**src/sv/b64c_pkg.sv**
```systemverilog
// ----------------------------------------------------------------------------
// b64c_pkg
// Shared types, constants and alphabet helpers for the base64url codec.
// ----------------------------------------------------------------------------
package b64c_pkg;

  localparam int QDEPTH = 4;
  localparam int QAW    = $clog2(QDEPTH);

  localparam logic [7:0] BYTE_MASK = 8'hFF;
  localparam logic [5:0] SIX_MASK  = 6'h3F;

  typedef enum logic {
    MODE_ENCODE = 1'b0,
    MODE_DECODE = 1'b1
  } b64c_mode_t;

  typedef enum logic {
    REQ_DATA = 1'b0,
    REQ_END  = 1'b1
  } b64c_req_t;

  // One queued job: one or two results of a single accepted item.
  typedef struct packed {
    logic       two;      // a second character follows
    logic       enc;      // map the six-bit values through the alphabet
    logic       has;
    logic       last;
    logic       stopped;
    logic [7:0] b0;       // raw byte, or six-bit value in the low bits
    logic [5:0] b1;       // second six-bit value
  } b64c_entry_t;

  // Six-bit value of a character; bit 6 set when it belongs to the alphabet.
  function automatic logic [6:0] b64c_char_value(input logic [7:0] c);
    logic [7:0] t;
    logic [6:0] r;
    t = 8'd0;
    r = 7'd0;
    if (c >= 8'h41 && c <= 8'h5A) begin
      t = c - 8'h41;
      r = {1'b1, t[5:0]};
    end else if (c >= 8'h61 && c <= 8'h7A) begin
      t = c - 8'h61 + 8'd26;
      r = {1'b1, t[5:0]};
    end else if (c >= 8'h30 && c <= 8'h39) begin
      t = c - 8'h30 + 8'd52;
      r = {1'b1, t[5:0]};
    end else if (c == 8'h2D) begin
      r = {1'b1, 6'd62};
    end else if (c == 8'h5F) begin
      r = {1'b1, 6'd63};
    end
    return r;
  endfunction

  // Alphabet character for a six-bit value.
  function automatic logic [7:0] b64c_alpha(input logic [5:0] v);
    logic [7:0] w;
    logic [7:0] r;
    w = {2'b00, v};
    if (v < 6'd26) begin
      r = w + 8'h41;
    end else if (v < 6'd52) begin
      r = w - 8'd26 + 8'h61;
    end else if (v < 6'd62) begin
      r = w - 8'd52 + 8'h30;
    end else if (v == 6'd62) begin
      r = 8'h2D;
    end else begin
      r = 8'h5F;
    end
    return r;
  endfunction

endpackage

```
**src/sv/b64c_front.sv**
```systemverilog
// ----------------------------------------------------------------------------
// b64c_front
// Accepts items, keeps the bit accumulator and queues the results they cause.
// ----------------------------------------------------------------------------
module b64c_front (
  input  logic                  clk,
  input  logic                  rst_n,
  input  logic                  cfg_valid,
  output logic                  cfg_ready,
  input  logic                  cfg_mode,
  input  logic                  take,
  input  logic                  req_type,
  input  logic [7:0]            data_byte,
  output logic                  q_wr_en,
  output b64c_pkg::b64c_entry_t q_wr_data
);
  import b64c_pkg::*;

  b64c_mode_t  mode_r, mode_nxt;
  logic [11:0] acc_r, acc_nxt;
  logic [3:0]  cnt_r, cnt_nxt;
  logic        stop_r, stop_nxt;

  logic [11:0] enc_sh;
  logic [11:0] dec_sh;
  logic [6:0]  cval;
  b64c_entry_t ent;
  logic        emit;

  assign cfg_ready = 1'b1;
  assign enc_sh    = {acc_r[3:0], data_byte};
  assign cval      = b64c_char_value(data_byte);
  assign dec_sh    = {acc_r[5:0], cval[5:0]};

  always_comb begin
    mode_nxt = mode_r;
    acc_nxt  = acc_r;
    cnt_nxt  = cnt_r;
    stop_nxt = stop_r;
    ent      = '0;
    emit     = 1'b0;
    if (cfg_valid && cfg_ready) begin
      mode_nxt = b64c_mode_t'(cfg_mode);
      acc_nxt  = '0;
      cnt_nxt  = '0;
      stop_nxt = 1'b0;
    end else if (take) begin
      if (b64c_req_t'(req_type) == REQ_END) begin
        // flush leftover bits, zero padded, then clear the stream
        emit     = 1'b1;
        ent.last = 1'b1;
        if (mode_r == MODE_ENCODE && cnt_r == 4'd2) begin
          ent.enc = 1'b1;
          ent.has = 1'b1;
          ent.b0  = {2'b00, acc_r[1:0], 4'b0000};
        end else if (mode_r == MODE_ENCODE && cnt_r == 4'd4) begin
          ent.enc = 1'b1;
          ent.has = 1'b1;
          ent.b0  = {2'b00, acc_r[3:0], 2'b00};
        end else begin
          ent.stopped = (mode_r == MODE_DECODE) ? stop_r : 1'b0;
        end
        acc_nxt  = '0;
        cnt_nxt  = '0;
        stop_nxt = 1'b0;
      end else if (mode_r == MODE_ENCODE) begin
        emit    = 1'b1;
        ent.enc = 1'b1;
        ent.has = 1'b1;
        acc_nxt = enc_sh;
        case (cnt_r)
          4'd0: begin
            ent.b0  = {2'b00, enc_sh[7:2]};
            cnt_nxt = 4'd2;
          end
          4'd2: begin
            ent.b0  = {2'b00, enc_sh[9:4]};
            cnt_nxt = 4'd4;
          end
          default: begin
            ent.two = 1'b1;
            ent.b0  = {2'b00, enc_sh[11:6]};
            ent.b1  = enc_sh[5:0] & SIX_MASK;
            cnt_nxt = 4'd0;
          end
        endcase
      end else if (!stop_r) begin
        if (!cval[6]) begin
          stop_nxt = 1'b1;
        end else begin
          acc_nxt = dec_sh;
          ent.has = 1'b1;
          case (cnt_r)
            4'd6: begin
              emit    = 1'b1;
              ent.b0  = dec_sh[11:4];
              cnt_nxt = 4'd4;
            end
            4'd4: begin
              emit    = 1'b1;
              ent.b0  = dec_sh[9:2];
              cnt_nxt = 4'd2;
            end
            4'd2: begin
              emit    = 1'b1;
              ent.b0  = dec_sh[7:0] & BYTE_MASK;
              cnt_nxt = 4'd0;
            end
            default: begin
              cnt_nxt = 4'd6;
            end
          endcase
        end
      end
    end
  end

  assign q_wr_en   = emit;
  assign q_wr_data = ent;

  always_ff @(posedge clk) begin
    if (!rst_n) begin
      mode_r <= MODE_ENCODE;
      acc_r  <= '0;
      cnt_r  <= '0;
      stop_r <= 1'b0;
    end else begin
      mode_r <= mode_nxt;
      acc_r  <= acc_nxt;
      cnt_r  <= cnt_nxt;
      stop_r <= stop_nxt;
    end
  end

endmodule

```
**src/sv/b64c_queue.sv**
```systemverilog
// ----------------------------------------------------------------------------
// b64c_queue
// Short job queue between the front and back parts.
// ----------------------------------------------------------------------------
module b64c_queue (
  input  logic                  clk,
  input  logic                  rst_n,
  input  logic                  wr_en,
  input  b64c_pkg::b64c_entry_t wr_data,
  input  logic                  rd_en,
  output b64c_pkg::b64c_entry_t rd_data,
  output logic                  not_empty,
  output logic                  full
);
  import b64c_pkg::*;

  b64c_entry_t    mem [QDEPTH];
  logic [QAW-1:0] wptr_r, wptr_nxt;
  logic [QAW-1:0] rptr_r, rptr_nxt;
  logic [QAW:0]   cnt_r, cnt_nxt;

  assign not_empty = (cnt_r != '0);
  assign full      = (cnt_r == (QAW+1)'(QDEPTH));
  assign rd_data   = mem[rptr_r];

  always_comb begin
    wptr_nxt = wr_en ? wptr_r + 1'b1 : wptr_r;
    rptr_nxt = rd_en ? rptr_r + 1'b1 : rptr_r;
    cnt_nxt  = cnt_r + (QAW+1)'(wr_en) - (QAW+1)'(rd_en);
  end

  always_ff @(posedge clk) begin
    if (wr_en) begin
      mem[wptr_r] <= wr_data;
    end
  end

  always_ff @(posedge clk) begin
    if (!rst_n) begin
      wptr_r <= '0;
      rptr_r <= '0;
      cnt_r  <= '0;
    end else begin
      wptr_r <= wptr_nxt;
      rptr_r <= rptr_nxt;
      cnt_r  <= cnt_nxt;
    end
  end

endmodule

```
**src/sv/b64c_back.sv**
```systemverilog
// ----------------------------------------------------------------------------
// b64c_back
// Splits queued jobs into single results and maps values to characters.
// ----------------------------------------------------------------------------
module b64c_back (
  input  logic                  clk,
  input  logic                  rst_n,
  input  b64c_pkg::b64c_entry_t head,
  input  logic                  head_valid,
  output logic                  head_pop,
  output logic                  empty,
  input  logic                  pop,
  output logic [7:0]            out_byte,
  output logic                  has_byte,
  output logic                  last,
  output logic                  stopped
);
  import b64c_pkg::*;

  logic       sel_r, sel_nxt;
  logic       beat;
  logic [5:0] six;

  assign empty = !head_valid;
  assign beat  = pop && head_valid;
  assign six   = sel_r ? head.b1 : head.b0[5:0];

  assign out_byte = head.enc ? b64c_alpha(six) : head.b0;
  assign has_byte = head.has;
  assign last     = head.last;
  assign stopped  = head.stopped;

  // advance to the second character, otherwise drop the job
  always_comb begin
    sel_nxt  = sel_r;
    head_pop = 1'b0;
    if (beat) begin
      if (head.two && !sel_r) begin
        sel_nxt = 1'b1;
      end else begin
        sel_nxt  = 1'b0;
        head_pop = 1'b1;
      end
    end
  end

  always_ff @(posedge clk) begin
    if (!rst_n) begin
      sel_r <= 1'b0;
    end else begin
      sel_r <= sel_nxt;
    end
  end

endmodule

```
**src/sv/base64url_codec_core.sv**
```systemverilog
// ----------------------------------------------------------------------------
// base64url_codec_core
// Streaming base64url codec (URL-safe alphabet, no padding characters).
// ----------------------------------------------------------------------------
//
//  channel  | handshake              | payload
//  ---------+------------------------+-------------------------------------------
//  input    | in_push / in_full      | in_req_type, in_data_byte
//  result   | out_pop / out_empty    | out_out_byte, out_has_byte, out_last,
//           |                        | out_stopped
//  config   | cfg_valid / cfg_ready  | cfg_mode (0 encode, 1 decode)
//
// One input beat is taken per cycle while the job queue has room; results
// leave at one per cycle while out_pop is high and a job is queued, so an
// encoded byte giving two characters costs two result beats. The results
// of a beat are registered in the job queue and presented from its head.
// Reset is synchronous and active low; it selects encode and clears the
// stream state. in_full rises only when all four queue slots hold jobs.
//
module base64url_codec_core (
  input  logic       clk,
  input  logic       rst_n,
  input  logic       cfg_valid,
  output logic       cfg_ready,
  input  logic       cfg_mode,
  input  logic       in_push,
  output logic       in_full,
  input  logic       in_req_type,
  input  logic [7:0] in_data_byte,
  output logic       out_empty,
  input  logic       out_pop,
  output logic [7:0] out_out_byte,
  output logic       out_has_byte,
  output logic       out_last,
  output logic       out_stopped
);
  import b64c_pkg::*;

  logic        take;
  logic        q_wr_en;
  b64c_entry_t q_wr_data;
  b64c_entry_t q_head;
  logic        q_not_empty;
  logic        q_full;
  logic        q_pop;

  // accept a beat whenever the queue has a free slot
  assign in_full = q_full;
  assign take    = in_push && !q_full;

  // front: classify the beat, update the accumulator, queue its results
  b64c_front u_front (
    .clk       (clk),
    .rst_n     (rst_n),
    .cfg_valid (cfg_valid),
    .cfg_ready (cfg_ready),
    .cfg_mode  (cfg_mode),
    .take      (take),
    .req_type  (in_req_type),
    .data_byte (in_data_byte),
    .q_wr_en   (q_wr_en),
    .q_wr_data (q_wr_data)
  );

  // hold jobs so that front and back stall independently
  b64c_queue u_queue (
    .clk       (clk),
    .rst_n     (rst_n),
    .wr_en     (q_wr_en),
    .wr_data   (q_wr_data),
    .rd_en     (q_pop),
    .rd_data   (q_head),
    .not_empty (q_not_empty),
    .full      (q_full)
  );

  // back: present one result per beat, two for a double character job
  b64c_back u_back (
    .clk        (clk),
    .rst_n      (rst_n),
    .head       (q_head),
    .head_valid (q_not_empty),
    .head_pop   (q_pop),
    .empty      (out_empty),
    .pop        (out_pop),
    .out_byte   (out_out_byte),
    .has_byte   (out_has_byte),
    .last       (out_last),
    .stopped    (out_stopped)
  );

endmodule
```
**config.mk**
```make
export PLATFORM = sky130hd
export DESIGN_NAME = base64url_codec_core
export DESIGN_NICKNAME = d
export VERILOG_FILES = /design/src/sv/b64c_pkg.sv /design/src/sv/b64c_front.sv /design/src/sv/b64c_queue.sv /design/src/sv/b64c_back.sv /design/src/sv/base64url_codec_core.sv
export SDC_FILE = /design/constraint.sdc
export NUM_CORES = 1
export LEC_CHECK = 0
export ABC_AREA = 1
export CORE_ASPECT_RATIO = 0.75
export CORE_MARGIN = 2
export CORE_UTILIZATION = 55
export DETAILED_ROUTE_END_ITERATION = 8
export DONT_BUFFER_PORTS = 1
export GPL_TIMING_DRIVEN = 0
export PLACE_DENSITY = 0.79
export RECOVER_POWER = 25
export SLEW_MARGIN = 30
export SYNTH_ARGS = -nofsm -noshare
export SYNTH_HDL_FRONTEND = slang
export SYNTH_SLANG_ARGS = --single-unit
```
**constraint.sdc**
```tcl
create_clock -name clk -period 2.8 [get_ports clk]
set_input_delay 0.14 -clock clk [delete_from_list [all_inputs] [get_ports clk]]
set_output_delay 0.14 -clock clk [all_outputs]
set_load 0.01 [all_outputs]
```
==> results.sh <==
export IMPL_status="complete, but fails checks"
export IMPL_violations="negative setup slack"
export IMPL_cts_buffer_depth=2
export IMPL_whs_ps=102
export IMPL_final_cell_mix="163 x nand2_1, 77 x inv_1, 76 x edfxtp_1"
export IMPL_ys_seq_elements=96
export IMPL_maxCapViolCount=0
export IMPL_yosys_area_share_xor_xnor_pct=1.73
export IMPL_setup_violations=3
export IMPL_synth_compound_area_share_pct=10.3
export IMPL_worstMarginPinSlew_ps=992
export IMPL_grt_pass1_vias=4947
export IMPL_wl_per_cell_um=18.3
export IMPL_tritoncts="built"
export IMPL_core_area_um2=10800
export IMPL_area_growth_pct=22.3
export IMPL_syn_area_per_cell_um2=8.13
export IMPL_netlist_area_um2=6070
export IMPL_final_common_cell="nand2_1"
export IMPL_regToRegStartpoint="u_queue.cnt_r[1]$_SDFF_PN0_"
export IMPL_cp_end_kind="output port"
export IMPL_placement_rows=33
export IMPL_grt_overflow=0
export IMPL_power_density_nw_per_um2=852
export IMPL_grt_pass1_wl_um=25300
export IMPL_synth_fa_ha_area_share_pct=6.52
export IMPL_place_congestion=0.921
export IMPL_drive_above_1_share_pct=24.3
export IMPL_routed_via_count=5545
export IMPL_viasPerCell=5.86
export IMPL_slew_headroom_pct=33.2
export IMPL_reg2reg_to="u_queue.mem[0][14]$_DFFE_PP_"
export IMPL_worst_ep_arrival_time_ps=2720
export IMPL_start_util_pct=56.1
export IMPL_regToRegSetupSlack_ps=210
export IMPL_critPathLaunch="u_back.sel_r$_SDFFE_PN0P_"
export IMPL_insertion_delay_ps=350
export IMPL_max_freq_ghz=0.350
export IMPL_drc=0
export IMPL_setup_ws_ps=-60.9
export IMPL_grt_max_degree=20
export IMPL_cts_sinks=96
export IMPL_grt_use_total_pct=27.7
export IMPL_final_cell_area_um2=7420
export IMPL_fin_crit_ps=2860
export IMPL_timing_final_crit_share_pct=102
export IMPL_die_h_um=95.0
export IMPL_fill_cells=832
export IMPL_cp_start_kind="flop"
export IMPL_port_buffers=0
export IMPL_cts_buffers=9
export IMPL_worstRegToRegCells=9
export IMPL_timing_final_max_slew_violations=0
export IMPL_h_tree_depth=3
export IMPL_synth_cell_types=51
export IMPL_ir_drop_mv=0.597
export IMPL_synth_nets=792
export IMPL_clockRootBuffer="clkbuf_16"
export IMPL_finalHoldViolations=0
export IMPL_nets=848
export IMPL_io_pins=29
export IMPL_multi_input_area_um2=3230
export IMPL_crit_end="out_out_byte[3]"
export IMPL_die_area_um2=11900
export IMPL_ys_seq_area_share_pct=44.2
export IMPL_critPathMaxFanout=10
export IMPL_skew_ps=7.42
export IMPL_firstDrtPassIters=6
export IMPL_drtIter0Drc=568
export IMPL_synth_top_family_by_area="simple AND/OR/NAND/NOR gates"
export IMPL_die_w_um=125
export IMPL_placed_area_um2=6270
export IMPL_yosys_warnings=0
export IMPL_leakagePower_uw=0.00314
export IMPL_rsz0062_at_grt="true"
export IMPL_ant_nets=0
export IMPL_yosys_area_share_simple_pct=28.5
export IMPL_cp_required_ps=2660
export IMPL_path_class="flop to output port"
export IMPL_routed_wl_um=17400
export IMPL_synth_mux_area_fraction_pct=0
export IMPL_hold_class="input port to flop"
export IMPL_place_hpwl_um=11100
export IMPL_antenna_found_initial=0
export IMPL_regArea_um2=2690
export IMPL_syn_inst=746
export IMPL_diodes=0
export IMPL_clkTransAtPathRegs_ps=70
## cells in the mapped netlist (all sizes together)
master	number	area (um^2)
a21boi	2	18.8
a21oi	35	190
a221o	1	10.0
a221oi	1	8.76
a31oi	1	6.26
a32oi	1	27.5
a41oi	1	8.76
and2	1	6.26
buf	16	116
clkbuf	7	26.3
conb	1	3.75
dfxtp	20	400
edfxtp	76	2280
fa	1	20.0
ha	30	375
inv	99	382
nand2	196	796
nand3	85	480
nand3b	3	22.5
nand4	6	37.5
nor2	79	320
nor3	4	25.0
nor4	1	6.26
o211ai	4	30.0
o21ai	46	245
o221ai	1	8.76
o22ai	9	56.3
o2bb2ai	1	8.76
o31ai	1	7.51
or2	5	33.8
xnor2	1	8.76
xor2	11	96.3
## timing repair
action / in CTS / in global routing
hold buffers: 4 / 0
gates resized for setup: 33 / 87
hold endpoints to repair: 2 / 0
cloned: 0 / 1
setup endpoints to repair: 7 / 22
pin swaps: 8 / 25
setup buffers: 10 / 30
## worst max-delay path, stage by stage, from the launching register on
cell and delay (ps):
dfxtp_1 310, buf_4 220, clkinvlp_4 220, nand2_1 200
and2_4 170, buf_4 130, buf_4 160, ha_1 150
inv_1 50, nor2_1 210, xor2_1 200, o21ai_0 140
o21ai_2 220
## where the power goes
| part | switching [uW] | internal, uW | total (uW) |
|---|---|---|---|
| Combinational | 2070 | 1270 | 3340 |
| Sequential | 58.1 | 1630 | 1690 |
| Clock | 577 | 721 | 1300 |
| Total | 2700 | 3620 | 6320 |
## routing by layer
layer  vias to the layer above  share of wire (%)  track usage (%)
met4                         0                2.4             8.61
li1                       2578                  -                -
met3                        36                9.4             6.69
met2                       309                 45             42.3
met5                         -                  0                0
met1                      2622                 43             39.2
## per-stage QoR
step,instances,util (%),power (uW),worst slack (ps),TNS (ps)
after floorplan,746,-,3460,61.6,0
after global placement,886,57.7,3880,-918,-67040
after detailed placement,886,58.0,3950,-460,-7740
after CTS,916,63.0,5450,10.6,0
after global routing,947,68.6,6690,-162,-691
final,947,68.6,6320,-60.9,-122
## cell families after synthesis
kind of cell	Yosys count
simple gates	380
buf+inv	122
compound gates	104
flops	96
fa+ha+maj	31
xor+xnor	12
other cells	1
## cell type report
| type | instances | area share [%] |
|---|---|---|
| Buffer | 23 | 2.58 |
| Clock buffer | 9 | 3.04 |
| Clock inverter | 7 | 1.28 |
| Inverter | 99 | 5.60 |
| Multi-Input combinational cell | 528 | 43.5 |
| Sequential cell | 96 | 36.3 |
| Tap cell | 140 | 2.36 |
| Timing Repair Buffer | 45 | 5.31 |
## worst min-delay path by stage
stage / startpoint / end / cells after the start / slack [ps]
floorplan: cfg_mode / u_front.mode_r$_SDFFE_PN0P_ / 2 / 280
global placement: cfg_mode / u_front.mode_r$_SDFFE_PN0P_ / 2 / 280
detailed placement: cfg_mode / u_front.mode_r$_SDFFE_PN0P_ / 2 / 280
CTS: in_push / u_front.stop_r$_SDFFE_PP0P_ / 4 / 90
global route: in_data_byte[1] / u_queue.mem[3][1]$_DFFE_PP_ / 2 / 110
finish: in_push / u_front.stop_r$_SDFFE_PP0P_ / 4 / 100
## flip-flops by register name, summed over array words and instances, names as in the netlist, named ones only
register        cells
u_back.sel_r        1
u_queue.mem        76
u_front.cnt_r       2
u_front.acc_r       6
u_queue.cnt_r       3
u_front.mode_r      1
u_queue.rptr_r      2
u_front.stop_r      1
u_queue.wptr_r      2
(Power assumes the default switching activity.)
